File: src/rtl/pds_pkg.sv
// Shared types, constants and a helper function of the PLL divider search block.
package pds_pkg;

  localparam int TGT_W     = 22;
  localparam int REF_W     = 22;
  localparam int MF_W      = 6;
  localparam int ML_W      = 7;
  localparam int M_W       = 6;
  localparam int K_W       = 2;
  localparam int NF_W      = 8;
  localparam int WORD_W    = 16;
  localparam int ACH_W     = 22;
  localparam int DEN_W     = 13;
  localparam int DIV_PRE_W = 7;
  localparam int CFG_IDX_W = 2;
  localparam int CFG_DAT_W = 22;
  localparam int IN_TDATA_W  = 24;
  localparam int OUT_TDATA_W = 40;

  localparam int N_LIMIT_DEF = 256;
  localparam int K_COUNT_DEF = 4;

  localparam logic [ACH_W-1:0] ACH_MAX   = 22'h3FFFFF;
  localparam logic [ML_W-1:0]  M_CAP     = 7'd64;
  localparam logic [DEN_W-1:0] DEN_SHORT = 13'd300;

  localparam logic [REF_W-1:0] REF_RST = 22'd1431818;
  localparam logic [MF_W-1:0]  MF_RST  = 6'd1;
  localparam logic [ML_W-1:0]  ML_RST  = 7'd57;

  localparam logic [CFG_IDX_W-1:0] CFG_REF    = 2'd0;
  localparam logic [CFG_IDX_W-1:0] CFG_MFIRST = 2'd1;
  localparam logic [CFG_IDX_W-1:0] CFG_MLIMIT = 2'd2;

  typedef enum logic [3:0] {
    S_IDLE,
    S_MUL,
    S_SHORT,
    S_SDIV,
    S_MSTART,
    S_MCHK,
    S_MDIV,
    S_K,
    S_NEXT,
    S_FMUL,
    S_FSTART,
    S_FDIV,
    S_DONE
  } seq_state_t;

  function automatic logic [DEN_W-1:0] den_of(input logic [M_W-1:0] m);
    logic [DEN_W-1:0] m2;
    m2 = DEN_W'(m) + DEN_W'(2);
    return DEN_W'(m2 * DEN_W'(100));
  endfunction

endpackage

File: src/rtl/pds_div.sv
// Iterative restoring divider, one quotient bit per cycle.
module pds_div
  import pds_pkg::*;
#(
  parameter int NUM_W = 31,
  parameter int Q_W   = 24
) (
  input  logic             clk,
  input  logic             rst_n,
  input  logic             start_i,
  input  logic [NUM_W-1:0] num_i,
  input  logic [DEN_W-1:0] den_i,
  output logic             busy_o,
  output logic             done_o,
  output logic [Q_W-1:0]   quo_o
);

  localparam int CNT_W = $clog2(Q_W + 1);

  logic [DEN_W-1:0] rem_r, rem_nxt;
  logic [Q_W-1:0]   quo_r, quo_nxt;
  logic [DEN_W-1:0] den_r;
  logic [CNT_W-1:0] cnt_r;
  logic             busy_r, done_r;
  logic [DEN_W:0]   rem_sh;
  logic             ge;

  assign rem_sh  = {rem_r, quo_r[Q_W-1]};
  assign ge      = rem_sh >= {1'b0, den_r};
  assign rem_nxt = ge ? DEN_W'(rem_sh - {1'b0, den_r}) : rem_sh[DEN_W-1:0];
  assign quo_nxt = {quo_r[Q_W-2:0], ge};

  always_ff @(posedge clk) begin
    if (!rst_n) begin
      busy_r <= 1'b0;
      done_r <= 1'b0;
      cnt_r  <= '0;
    end else begin
      done_r <= 1'b0;
      if (start_i) begin
        busy_r <= 1'b1;
        cnt_r  <= CNT_W'(Q_W);
      end else if (busy_r) begin
        cnt_r <= cnt_r - CNT_W'(1);
        if (cnt_r == CNT_W'(1)) begin
          busy_r <= 1'b0;
          done_r <= 1'b1;
        end
      end
    end
  end

  always_ff @(posedge clk) begin
    if (start_i) begin
      rem_r <= DEN_W'(num_i[NUM_W-1:Q_W]);
      quo_r <= num_i[Q_W-1:0];
      den_r <= den_i;
    end else if (busy_r) begin
      rem_r <= rem_nxt;
      quo_r <= quo_nxt;
    end
  end

  assign busy_o = busy_r;
  assign done_o = done_r;
  assign quo_o  = quo_r;

endmodule

File: src/rtl/pds_seq.sv
// Search sequencer: loop counters, candidate compare and best-setting registers.
module pds_seq
  import pds_pkg::*;
#(
  parameter int N_LIMIT = N_LIMIT_DEF,
  parameter int K_COUNT = K_COUNT_DEF
) (
  input  logic                                    clk,
  input  logic                                    rst_n,
  input  logic                                    start_i,
  input  logic [TGT_W-1:0]                        target_i,
  input  logic [REF_W-1:0]                        ref_i,
  input  logic [MF_W-1:0]                         m_first_i,
  input  logic [ML_W-1:0]                         m_lim_i,
  output logic                                    idle_o,
  output logic                                    res_valid_o,
  input  logic                                    res_ready_i,
  output logic [WORD_W-1:0]                       res_word_o,
  output logic [ACH_W-1:0]                        res_ach_o,
  output logic                                    div_start_o,
  output logic [REF_W+$clog2(N_LIMIT):0]          div_num_o,
  output logic [DEN_W-1:0]                        div_den_o,
  input  logic                                    div_done_i,
  input  logic [REF_W+$clog2(N_LIMIT)-DIV_PRE_W:0] div_quo_i
);

  localparam int NW    = $clog2(N_LIMIT);
  localparam int NUM_W = REF_W + NW + 1;
  localparam int Q_W   = NUM_W - DIV_PRE_W;
  localparam int E_W   = (Q_W > TGT_W) ? Q_W : TGT_W;
  localparam int CW    = (NUM_W > TGT_W + 7) ? NUM_W : TGT_W + 7;
  localparam logic [NW-1:0]  N_LAST = NW'(N_LIMIT - 1);
  localparam logic [K_W-1:0] K_LAST = K_W'(K_COUNT - 1);

  seq_state_t state_r, state_nxt;

  logic [NW-1:0]    n_r, bn_r, mul_n;
  logic [ML_W-1:0]  m_r;
  logic [M_W-1:0]   bm_r;
  logic [K_W-1:0]   k_r, bk_r;
  logic [TGT_W-1:0] tgt_r;
  logic [CW-1:0]    t100_r;
  logic [NUM_W-1:0] num_r, mul_res;
  logic [Q_W-1:0]   q_r, kf, ff;
  logic [E_W-1:0]   best_err_r, sc_err, kf_e, tg_e, k_err, ff_e;
  logic [ACH_W-1:0] ach_r, ach_nxt;
  logic [NW:0]      n2;
  logic             short_hit, sc_better, k_better, m_in_range;

  assign mul_n   = (state_r == S_FMUL) ? bn_r : n_r;
  assign n2      = (NW+1)'(mul_n) + (NW+1)'(2);
  assign mul_res = NUM_W'(ref_i) * NUM_W'(n2);

  assign short_hit  = CW'(num_r) < t100_r;
  assign m_in_range = m_r < m_lim_i;
  assign tg_e       = E_W'(tgt_r);
  assign sc_err     = tg_e - E_W'(div_quo_i);
  assign sc_better  = sc_err < best_err_r;

  assign kf       = q_r >> k_r;
  assign kf_e     = E_W'(kf);
  assign k_err    = (kf_e > tg_e) ? kf_e - tg_e : tg_e - kf_e;
  assign k_better = k_err < best_err_r;

  assign ff      = div_quo_i >> bk_r;
  assign ff_e    = E_W'(ff);
  assign ach_nxt = (ff_e > E_W'(ACH_MAX)) ? ACH_MAX : ff_e[ACH_W-1:0];

  always_comb begin
    state_nxt = state_r;
    unique case (state_r)
      S_IDLE:   if (start_i) state_nxt = S_MUL;
      S_MUL:    state_nxt = S_SHORT;
      S_SHORT:  state_nxt = short_hit ? S_SDIV : S_MSTART;
      S_SDIV:   if (div_done_i) state_nxt = sc_better ? S_NEXT : S_MSTART;
      S_MSTART: state_nxt = S_MCHK;
      S_MCHK:   state_nxt = m_in_range ? S_MDIV : S_NEXT;
      S_MDIV:   if (div_done_i) state_nxt = S_K;
      S_K:      if (k_r == K_LAST) state_nxt = S_MCHK;
      S_NEXT:   state_nxt = (n_r == N_LAST) ? S_FMUL : S_MUL;
      S_FMUL:   state_nxt = S_FSTART;
      S_FSTART: state_nxt = S_FDIV;
      S_FDIV:   if (div_done_i) state_nxt = S_DONE;
      S_DONE:   if (res_ready_i) state_nxt = S_IDLE;
      default:  state_nxt = S_IDLE;
    endcase
  end

  always_comb begin
    div_start_o = 1'b0;
    div_den_o   = DEN_SHORT;
    idle_o      = 1'b0;
    res_valid_o = 1'b0;
    unique case (state_r)
      S_IDLE:   idle_o = 1'b1;
      S_SHORT:  div_start_o = short_hit;
      S_MCHK: begin
        div_start_o = m_in_range;
        div_den_o   = den_of(m_r[M_W-1:0]);
      end
      S_FSTART: begin
        div_start_o = 1'b1;
        div_den_o   = den_of(bm_r);
      end
      S_DONE:   res_valid_o = 1'b1;
      default:  div_start_o = 1'b0;
    endcase
  end

  always_ff @(posedge clk) begin
    if (!rst_n) begin
      state_r <= S_IDLE;
    end else begin
      state_r <= state_nxt;
    end
  end

  always_ff @(posedge clk) begin
    unique case (state_r)
      S_IDLE: begin
        if (start_i) begin
          tgt_r      <= target_i;
          t100_r     <= CW'(CW'(target_i) * CW'(100));
          best_err_r <= E_W'(target_i);
          bn_r       <= '0;
          bm_r       <= '0;
          bk_r       <= '0;
          n_r        <= NW'(1);
        end
      end
      S_MUL, S_FMUL: num_r <= mul_res;
      S_SDIV: begin
        if (div_done_i && sc_better) begin
          best_err_r <= sc_err;
          bn_r       <= n_r;
          bm_r       <= M_W'(1);
          bk_r       <= '0;
        end
      end
      S_MSTART: m_r <= ML_W'(m_first_i);
      S_MDIV: begin
        if (div_done_i) begin
          q_r <= div_quo_i;
          k_r <= '0;
        end
      end
      S_K: begin
        if (k_better) begin
          best_err_r <= k_err;
          bn_r       <= n_r;
          bm_r       <= m_r[M_W-1:0];
          bk_r       <= k_r;
        end
        if (k_r == K_LAST) begin
          m_r <= m_r + ML_W'(1);
        end else begin
          k_r <= k_r + K_W'(1);
        end
      end
      S_NEXT: if (n_r != N_LAST) n_r <= n_r + NW'(1);
      S_FDIV: if (div_done_i) ach_r <= ach_nxt;
      default: ach_r <= ach_r;
    endcase
  end

  assign div_num_o  = num_r;
  assign res_word_o = {NF_W'(bn_r), bm_r, bk_r};
  assign res_ach_o  = ach_r;

endmodule

File: src/rtl/pll_divider_search_top.sv
// Top level of the PLL divider search: stream ports, configuration registers, result register.
//
// The block takes a wanted clock in kHz on the in_ stream and returns one result on the out_
// stream: the packed PLL setting (n, m, k) whose output frequency lies nearest the wanted clock,
// and the frequency that setting achieves. The cfg_ channel writes the reference clock, the
// first m and the m bound; it is always ready and should only be used while the block is idle.
// One request at a time is searched; in_tready is high only while the sequencer is idle.
// A search walks n over 1 to N_LIMIT-1 and, for each n not settled by the shortcut candidate,
// every m in range. Each divide runs in the shared restoring divider, one quotient bit per
// cycle (24 bits with N_LIMIT of 256); then the K_COUNT k candidates are compared in turn.
// Finishing divides the best setting once more to find the frequency that it achieves.
// The result sits in an output register; a new request can be accepted while it waits.
// If the receiver stalls, a finished search holds in its last state until the output register
// frees up. Synchronous reset restores the register defaults (reference 14318.18 kHz, m from
// 1 to 56) and drops any request in flight.
module pll_divider_search_top
  import pds_pkg::*;
#(
  parameter int N_LIMIT = N_LIMIT_DEF,
  parameter int K_COUNT = K_COUNT_DEF
) (
  input  logic                   clk,
  input  logic                   rst_n,
  input  logic                   in_tvalid,
  output logic                   in_tready,
  input  logic [IN_TDATA_W-1:0]  in_tdata,   // target_khz[21:0], zero padding
  output logic                   out_tvalid,
  input  logic                   out_tready,
  output logic [OUT_TDATA_W-1:0] out_tdata,  // pll_word[15:0], achieved_khz[37:16], zero padding
  input  logic                   cfg_valid,
  output logic                   cfg_ready,
  input  logic [CFG_IDX_W-1:0]   cfg_index,
  input  logic [CFG_DAT_W-1:0]   cfg_data
);

  localparam int NW    = $clog2(N_LIMIT);
  localparam int NUM_W = REF_W + NW + 1;
  localparam int Q_W   = NUM_W - DIV_PRE_W;

  logic [REF_W-1:0] ref_r;
  logic [MF_W-1:0]  mf_r;
  logic [ML_W-1:0]  ml_r, m_lim;

  logic                     seq_idle, res_valid, res_ready, res_load;
  logic [WORD_W-1:0]        res_word;
  logic [ACH_W-1:0]         res_ach;
  logic                     div_start, div_busy, div_done;
  logic [NUM_W-1:0]         div_num;
  logic [DEN_W-1:0]         div_den;
  logic [Q_W-1:0]           div_quo;
  logic                     out_tvalid_r;
  logic [OUT_TDATA_W-1:0]   out_tdata_r;

  assign cfg_ready = 1'b1;
  assign m_lim     = (ml_r > M_CAP) ? M_CAP : ml_r;

  always_ff @(posedge clk) begin
    if (!rst_n) begin
      ref_r <= REF_RST;
      mf_r  <= MF_RST;
      ml_r  <= ML_RST;
    end else if (cfg_valid && cfg_ready) begin
      if (cfg_index == CFG_REF) ref_r <= cfg_data;
      if (cfg_index == CFG_MFIRST) mf_r <= cfg_data[MF_W-1:0];
      if (cfg_index == CFG_MLIMIT) ml_r <= cfg_data[ML_W-1:0];
    end
  end

  pds_seq #(
    .N_LIMIT (N_LIMIT),
    .K_COUNT (K_COUNT)
  ) u_seq (
    .clk         (clk),
    .rst_n       (rst_n),
    .start_i     (in_tvalid && in_tready),
    .target_i    (in_tdata[TGT_W-1:0]),
    .ref_i       (ref_r),
    .m_first_i   (mf_r),
    .m_lim_i     (m_lim),
    .idle_o      (seq_idle),
    .res_valid_o (res_valid),
    .res_ready_i (res_ready),
    .res_word_o  (res_word),
    .res_ach_o   (res_ach),
    .div_start_o (div_start),
    .div_num_o   (div_num),
    .div_den_o   (div_den),
    .div_done_i  (div_done),
    .div_quo_i   (div_quo)
  );

  pds_div #(
    .NUM_W (NUM_W),
    .Q_W   (Q_W)
  ) u_div (
    .clk     (clk),
    .rst_n   (rst_n),
    .start_i (div_start),
    .num_i   (div_num),
    .den_i   (div_den),
    .busy_o  (div_busy),
    .done_o  (div_done),
    .quo_o   (div_quo)
  );

  assign in_tready = seq_idle;
  assign res_ready = !out_tvalid_r || out_tready;
  assign res_load  = res_valid && res_ready;

  always_ff @(posedge clk) begin
    if (!rst_n) begin
      out_tvalid_r <= 1'b0;
    end else if (res_load) begin
      out_tvalid_r <= 1'b1;
    end else if (out_tready) begin
      out_tvalid_r <= 1'b0;
    end
  end

  always_ff @(posedge clk) begin
    if (res_load) begin
      out_tdata_r <= {(OUT_TDATA_W - WORD_W - ACH_W)'(0), res_ach, res_word};
    end
  end

  assign out_tvalid = out_tvalid_r;
  assign out_tdata  = out_tdata_r;

  a_busy_after_accept: assert property (@(posedge clk) disable iff (!rst_n)
    in_tvalid && in_tready |=> !in_tready)
    else $error("input accepted twice without a search in between");

  a_div_no_restart: assert property (@(posedge clk) disable iff (!rst_n)
    div_start |-> !div_busy)
    else $error("divider restarted while busy");

  a_result_loaded: assert property (@(posedge clk) disable iff (!rst_n)
    res_load |=> out_tvalid && out_tdata[WORD_W-1:0] == $past(res_word))
    else $error("finished result not placed in output register");

endmodule
File: config.mk
export PLATFORM = sky130hd
export DESIGN_NAME = pll_divider_search_top
export DESIGN_NICKNAME = d
export VERILOG_FILES = /design/src/rtl/pds_pkg.sv /design/src/rtl/pds_div.sv /design/src/rtl/pds_seq.sv /design/src/rtl/pll_divider_search_top.sv
export SDC_FILE = /design/constraint.sdc
export NUM_CORES = 1
export LEC_CHECK = 0
export BUFFER_PORTS_ARGS = -buffer_cell sky130_fd_sc_hd__buf_2
export CAP_MARGIN = 20
export CORE_MARGIN = 3
export CORE_UTILIZATION = 55
export CTS_CLUSTER_SIZE = 14
export DETAILED_ROUTE_END_ITERATION = 12
export MAX_ROUTING_LAYER = met4
export PLACE_DENSITY = 0.78
export RECOVER_POWER = 25
export SLEW_MARGIN = 10
export SYNTH_ARGS = -nofsm -noshare
export SYNTH_HDL_FRONTEND = slang
export SYNTH_HIERARCHICAL = 1
export SYNTH_SLANG_ARGS = --single-unit
File: constraint.sdc
create_clock -name clk -period 10.27 [get_ports clk]
set_input_delay 0.5135 -clock clk [delete_from_list [all_inputs] [get_ports clk]]
set_output_delay 0.5135 -clock clk [all_outputs]
set_load 0.02 [all_outputs]
==> flow_metrics.tcl, run 1 <==
set metrics [dict create \
    outcome "finished, violations left" \
    failed_checks "max-capacitance violations, max-slew violations" \
    syn_inst 2960 \
    synth_flop_cell "edfxtp_1" \
    tightestPinTransition_ps 2590 \
    final_core_util 0.603 \
    endpoint_kind "flip-flop" \
    overflow 0 \
    drive_gt1_frac 0.0731 \
    die_area_um2 55100 \
    finalCritPeriodShare 0.784 \
    place.gp.congestion 0.945 \
    rsz0062_at_grt "false" \
    reg2reg_depth 24 \
    worst_path_dominant_cell_family "adder cells" \
    cts_sinks 315 \
    hold_path_class "in -> reg" \
    clk_pin_slew_worst_paths_ps 60 \
    critPathArrivalTime_ps 8330 \
    yosysUniqueCellTypes 94 \
    critPathMaxStageDelay_ps 890 \
    grt_pass1_vias 22000 \
    vias 21800 \
    hpwl_um 55600 \
    insertion_delay_ps 560 \
    num_rows 83 \
    antenna_found_initial 4 \
    holdPathEnd "ref_r[10]" \
    ctsHoldBuffers 0 \
    ys_seq_area_frac 0.311 \
    hold_slack_ps 222 \
    core-area_um2 51500 \
    ant_nets 0 \
    layout_setup_ws_ps 2220 \
    grt_util_met1 0.354 \
    hold_violations 0 \
    ys_warn_count 6 \
    path_cells "nand2b_1, nor2_2, mux2i_2, buf_4, inv_1, ha_1, nand2_1, fa_1, inv_1, fa_1, fa_1, inv_1, fa_1, inv_1, ha_1, and3_1, a21oi_1, a31oi_1, o21ai_0, o21ai_0, nand3_1, o21ai_0, a21oi_1, xnor2_1" \
    cts_setup_buffers 0 \
    fmax_mhz 124 \
    die_w_um 235 \
    path_buf_inv 5 \
    avgSynthCellArea_um2 9.71 \
    initial_core_util 0.558 \
    r2r-end "u_seq/div_num_o[30]" \
    drc 0 \
    grt_max_degree 62 \
    synth_edf_count 262 \
    firstDrtPassIters 6 \
    grt.total_usage 0.266 \
    ys_seq_elements 315 \
    cp.required_ps 10560 \
    final_common_cell "inv_1" \
    cts_tree "built" \
    wl_per_cell_um 19.3 \
    hold_path.startpoint "cfg_data[10]" \
    async_reset_ff_frac 0 \
    drv_slew 62 \
    use_met3 0.0352 \
    skew_ps 30.9 \
    root_buffer "clkbuf_16" \
    grtUsageMet2 0.425 \
    hold_depth 3 \
    post_cts_resized 0 \
    layout_common_cells "inv_1 (440), ha_1 (330), nand2_1 (279)" \
    yosysTopAreaCellShare 0.274 \
    pin_count 96 \
    portBuffers 90 \
    totalWireLength_um 71700 \
    cts.path.max_buffers 3 \
    path_class "reg -> reg" \
    relSlewSlack -0.728 \
    setup_tns_ps 0 \
    viasPerCell 5.86 \
    gr-max-usage-layer "met2" \
    crit_fanout 24 \
    drv_cap 1 \
    r2r_start "u_seq/state_r[3]" \
    crit_path_top_delay_cell "ha_1" \
    grt_pass1_wl_um 116000 \
    synth_area_leaders "edfxtp_1 (27%), ha_1 (14%), fa_1 (12%)" \
    syn_area_um2 28800 \
    place_worst_setup_slack_ps 2360 \
    h-tree-depth 2 \
    area_delta_synth_final_pct 8.01 \
    numCtsBuffers 37 \
    die-height_um 235 \
    worst-r2r-setup-slack_ps 2220 \
    setup_viol 0 \
    final_nets 3559 \
    period_needed_ps 8050 \
    synth_top_area_cell "edfxtp_1" \
    cp-start-kind "flip-flop" \
    drtIter0Drc 1777 \
]
-- per-layer routing --
metal | vias to the layer above | wire length, µm
met5 | - | 0
met4 | 0 | 2280
met2 | 734 | 33600
met3 | 159 | 4260
li1 | 10300 | -
met1 | 10700 | 31600
-- Yosys cell counts (33+ instances only) --
master and count:
nand2_1 279, dfxtp_1 53, mux2_2 40, xnor2_1 78, a21o_1 81, inv_1 440
edfxtp_1 262, nor2b_1 54, a211oi_1 33, nand3_1 49, mux2i_1 71, nor2_1 101
fa_1 166, nor3_1 35, clkbuf_1 70, xor2_1 56, o21ai_0 100, ha_1 330
and2_1 121, a21oi_1 147
-- tightest hold or removal path: stages --
cell     delay (ps)
buf_2            90
nand2_1          50
mux2i_1          50
-- how the worst max path moves through the flow --
stage	from	to	slack, ps	cells past startpoint
floorplan	u_seq/k_r[0]	u_seq/best_err_r[0]	1570	28
global placement	u_seq/state_r[0]	u_seq/div_num_o[30]	2490	24
detailed placement	u_seq/state_r[0]	u_seq/div_num_o[28]	2360	24
CTS	u_seq/state_r[0]	u_seq/div_num_o[30]	2290	24
global route	u_seq/state_r[0]	u_seq/div_num_o[30]	1690	24
finish	u_seq/state_r[3]	u_seq/div_num_o[30]	2220	24
-- logic make-up after synthesis --
kind of cell,share of synthesized area
adders and majority gates,0.259
other,0.000392
DFF,0.311
AOI/OAI and AO/OA,0.137
muxes,0.0409
xor gates and xnor gates,0.0408
and+or+nand+nor,0.135
buffers and inverters,0.0758
-- registers in the layout, indices dropped and copies added, names as in the netlist, 22 cells and up --
| name | flops |
|---|---|
| u_div/quo_o | 24 |
| u_seq/res_ach_o | 22 |
| u_seq/div_num_o | 31 |
| u_seq/best_err_r | 24 |
| u_seq/q_r | 24 |
| u_seq/t100_r | 24 |
| u_seq/tgt_r | 22 |
| out_tdata | 38 |
| ref_r | 22 |
-- stage by stage --
stage	std cells	cell area (µm²)
finish	3722	31100
global route	3721	31100
CTS	3715	31100
detailed placement	3647	29800
global placement	3647	29800
floorplan	2962	28800
-- area by class of cell --
type	count	area, µm²
inverter	440	1650
fill	4344	20500
clock inverter	25	340
tap	680	851
timing repair buffer	117	612
clock buffer	43	948
antenna	3	7.51
multi-input combinational	2099	17700
sequential	315	8930
Power of run 1 is left out: the tool's default activity adds up to more than one toggle a clock period on the data nets, which glitch-free logic cannot reach.
==> run 2, diff against run 1 <==
Clock period 10.27 ns to 8.1 ns, I/O delays scaled along.
==> flow_metrics.tcl, run 2 (same netlist as run 1, synthesis figures left out) <==
set metrics [dict create \
    rsz0062_at_grt "false" \
    root_buffer "clkbuf_16" \
    totalWireLength_um 73100 \
    area_delta_synth_final_pct 7.80 \
    insertion_delay_ps 570 \
    endpoint_kind "flip-flop" \
    hold_path_class "in -> reg" \
    hold_violations 0 \
    cp.required_ps 8400 \
    place.gp.congestion 0.955 \
    drc 0 \
    layout_common_cells "inv_1 (440), ha_1 (330), nand2_1 (279)" \
    largest_reg_flops 38 \
    r2r_start "u_seq/state_r[0]" \
    initial_core_util 0.558 \
    h-tree-depth 2 \
    num_rows 83 \
    cts_tree "built" \
    failed_checks "max-capacitance violations, max-slew violations" \
    period_needed_ps 7460 \
    cts_setup_buffers 0 \
    critPathMaxStageDelay_ps 760 \
    outcome "finished, violations left" \
    overflow 0 \
    tightestPinTransition_ps 2510 \
    path_cells "nand2_1, nor2_2, buf_4, mux2i_1, nor3_1, xnor2_2, nand2_1, fa_1, fa_1, inv_1, fa_1, inv_1, fa_1, inv_1, ha_1, and3_1, a21oi_1, a31oi_1, o21ai_0, o21ai_0, nand3_1, o21ai_0, a21oi_1, xnor2_1" \
    endpoint "u_seq/div_num_o[30]" \
    setup_viol 0 \
    die-height_um 235 \
    crit_start "u_seq/state_r[0]" \
    drv_cap 2 \
    crit_path_top_delay_cell "xnor2_2" \
    crit_fanout 15 \
    grt.total_usage 0.270 \
    hpwl_um 56500 \
    grt_pass1_wl_um 118000 \
    grt_pass1_vias 22000 \
    final_nets 3564 \
    worst-r2r-setup-slack_ps 640 \
    critPathArrivalTime_ps 7760 \
    finalCritPeriodShare 0.921 \
    cts.path.max_buffers 3 \
    crit_top_cell "fa_1" \
    clk_pin_slew_worst_paths_ps 60 \
    hold_path.startpoint "cfg_data[17]" \
    portBuffers 90 \
    vias 22000 \
    setup_tns_ps 0 \
    r2r-end "u_seq/div_num_o[30]" \
    die_w_um 235 \
    post_cts_resized 0 \
    pin_count 96 \
    ctsHoldBuffers 0 \
    die_area_um2 55100 \
    relSlewSlack -0.676 \
    skew_ps 27.5 \
    final_common_cell "inv_1" \
    fmax_mhz 134 \
    viasPerCell 5.90 \
    drv_slew 90 \
    numCtsBuffers 36 \
    drive_gt1_frac 0.0733 \
    grt_max_degree 62 \
    drtIter0Drc 1899 \
    firstDrtPassIters 6 \
    reg2reg_depth 24 \
    ant_nets 0 \
    cp-start-kind "flip-flop" \
    core-area_um2 51500 \
    wl_per_cell_um 19.6 \
    antenna_found_initial 2 \
    path_class "reg -> reg" \
    cts_sinks 315 \
]
run 2: changes by cell type in the layout (fill, tap and decap cells not counted), sizes merged:
cell	previous run	this run
diode	3	2
bufinv	7	4
clkinv	12	9
clkinvlp	4	5
buf	66	69
inv	442	440
clkbuf	94	102
run 2: per-stage QoR:
stage / instances / area [µm²] / setup WS (ps) / hold slack (ps) / utilization
floorplan: 2962 / 28800 / 683 / 400 / -
global placement: 3654 / 29800 / 588 / 406 / 0.579
detailed placement: 3654 / 29800 / 695 / 408 / 0.579
CTS: 3720 / 31000 / 590 / 88.6 / 0.602
global route: 3725 / 31000 / 198 / 109 / 0.602
finish: 3725 / 31000 / 638 / 115 / 0.602
run 2: critical path, delay by kind of cell, from the launching register on:
family	cells	cell delay, ps
xor gates and xnor gates	2	900
AOI/OAI and AO/OA	6	1330
muxes	1	290
adders and majority gates	5	2420
DFF	1	620
and+or+nand+nor	6	1230
buffers and inverters	4	410
run 2: how the worst min path moves through the flow:
stage / end / slack [ps] / cells past startpoint
CTS: u_seq/tgt_r[20] / 90 / 1
detailed placement: out_tdata[33] / 410 / 0
floorplan: out_tdata[16] / 400 / 0
finish: ref_r[17] / 110 / 3
global placement: out_tdata[33] / 410 / 0
global route: ref_r[17] / 110 / 3
run 2: final cells by class:
type / count / area [µm²]
multi-input combinational: 2099 / 17700
clock inverter: 18 / 219
inverter: 440 / 1650
tap: 680 / 851
sequential: 315 / 8930
antenna: 2 / 5.00
clock buffer: 48 / 988
timing repair buffer: 123 / 628
fill: 4355 / 20500
run 2: per-layer routing:
| metal | part of all wire | global-route usage | vias up |
|---|---|---|---|
| met5 | 0 | - | - |
| met4 | 0.027 | 0.0775 | 0 |
| met3 | 0.069 | 0.0414 | 152 |
| met2 | 0.48 | 0.437 | 821 |
| met1 | 0.43 | 0.356 | 10700 |
| li1 | - | - | 10300 |
Power of run 2 is left out for the same reason.
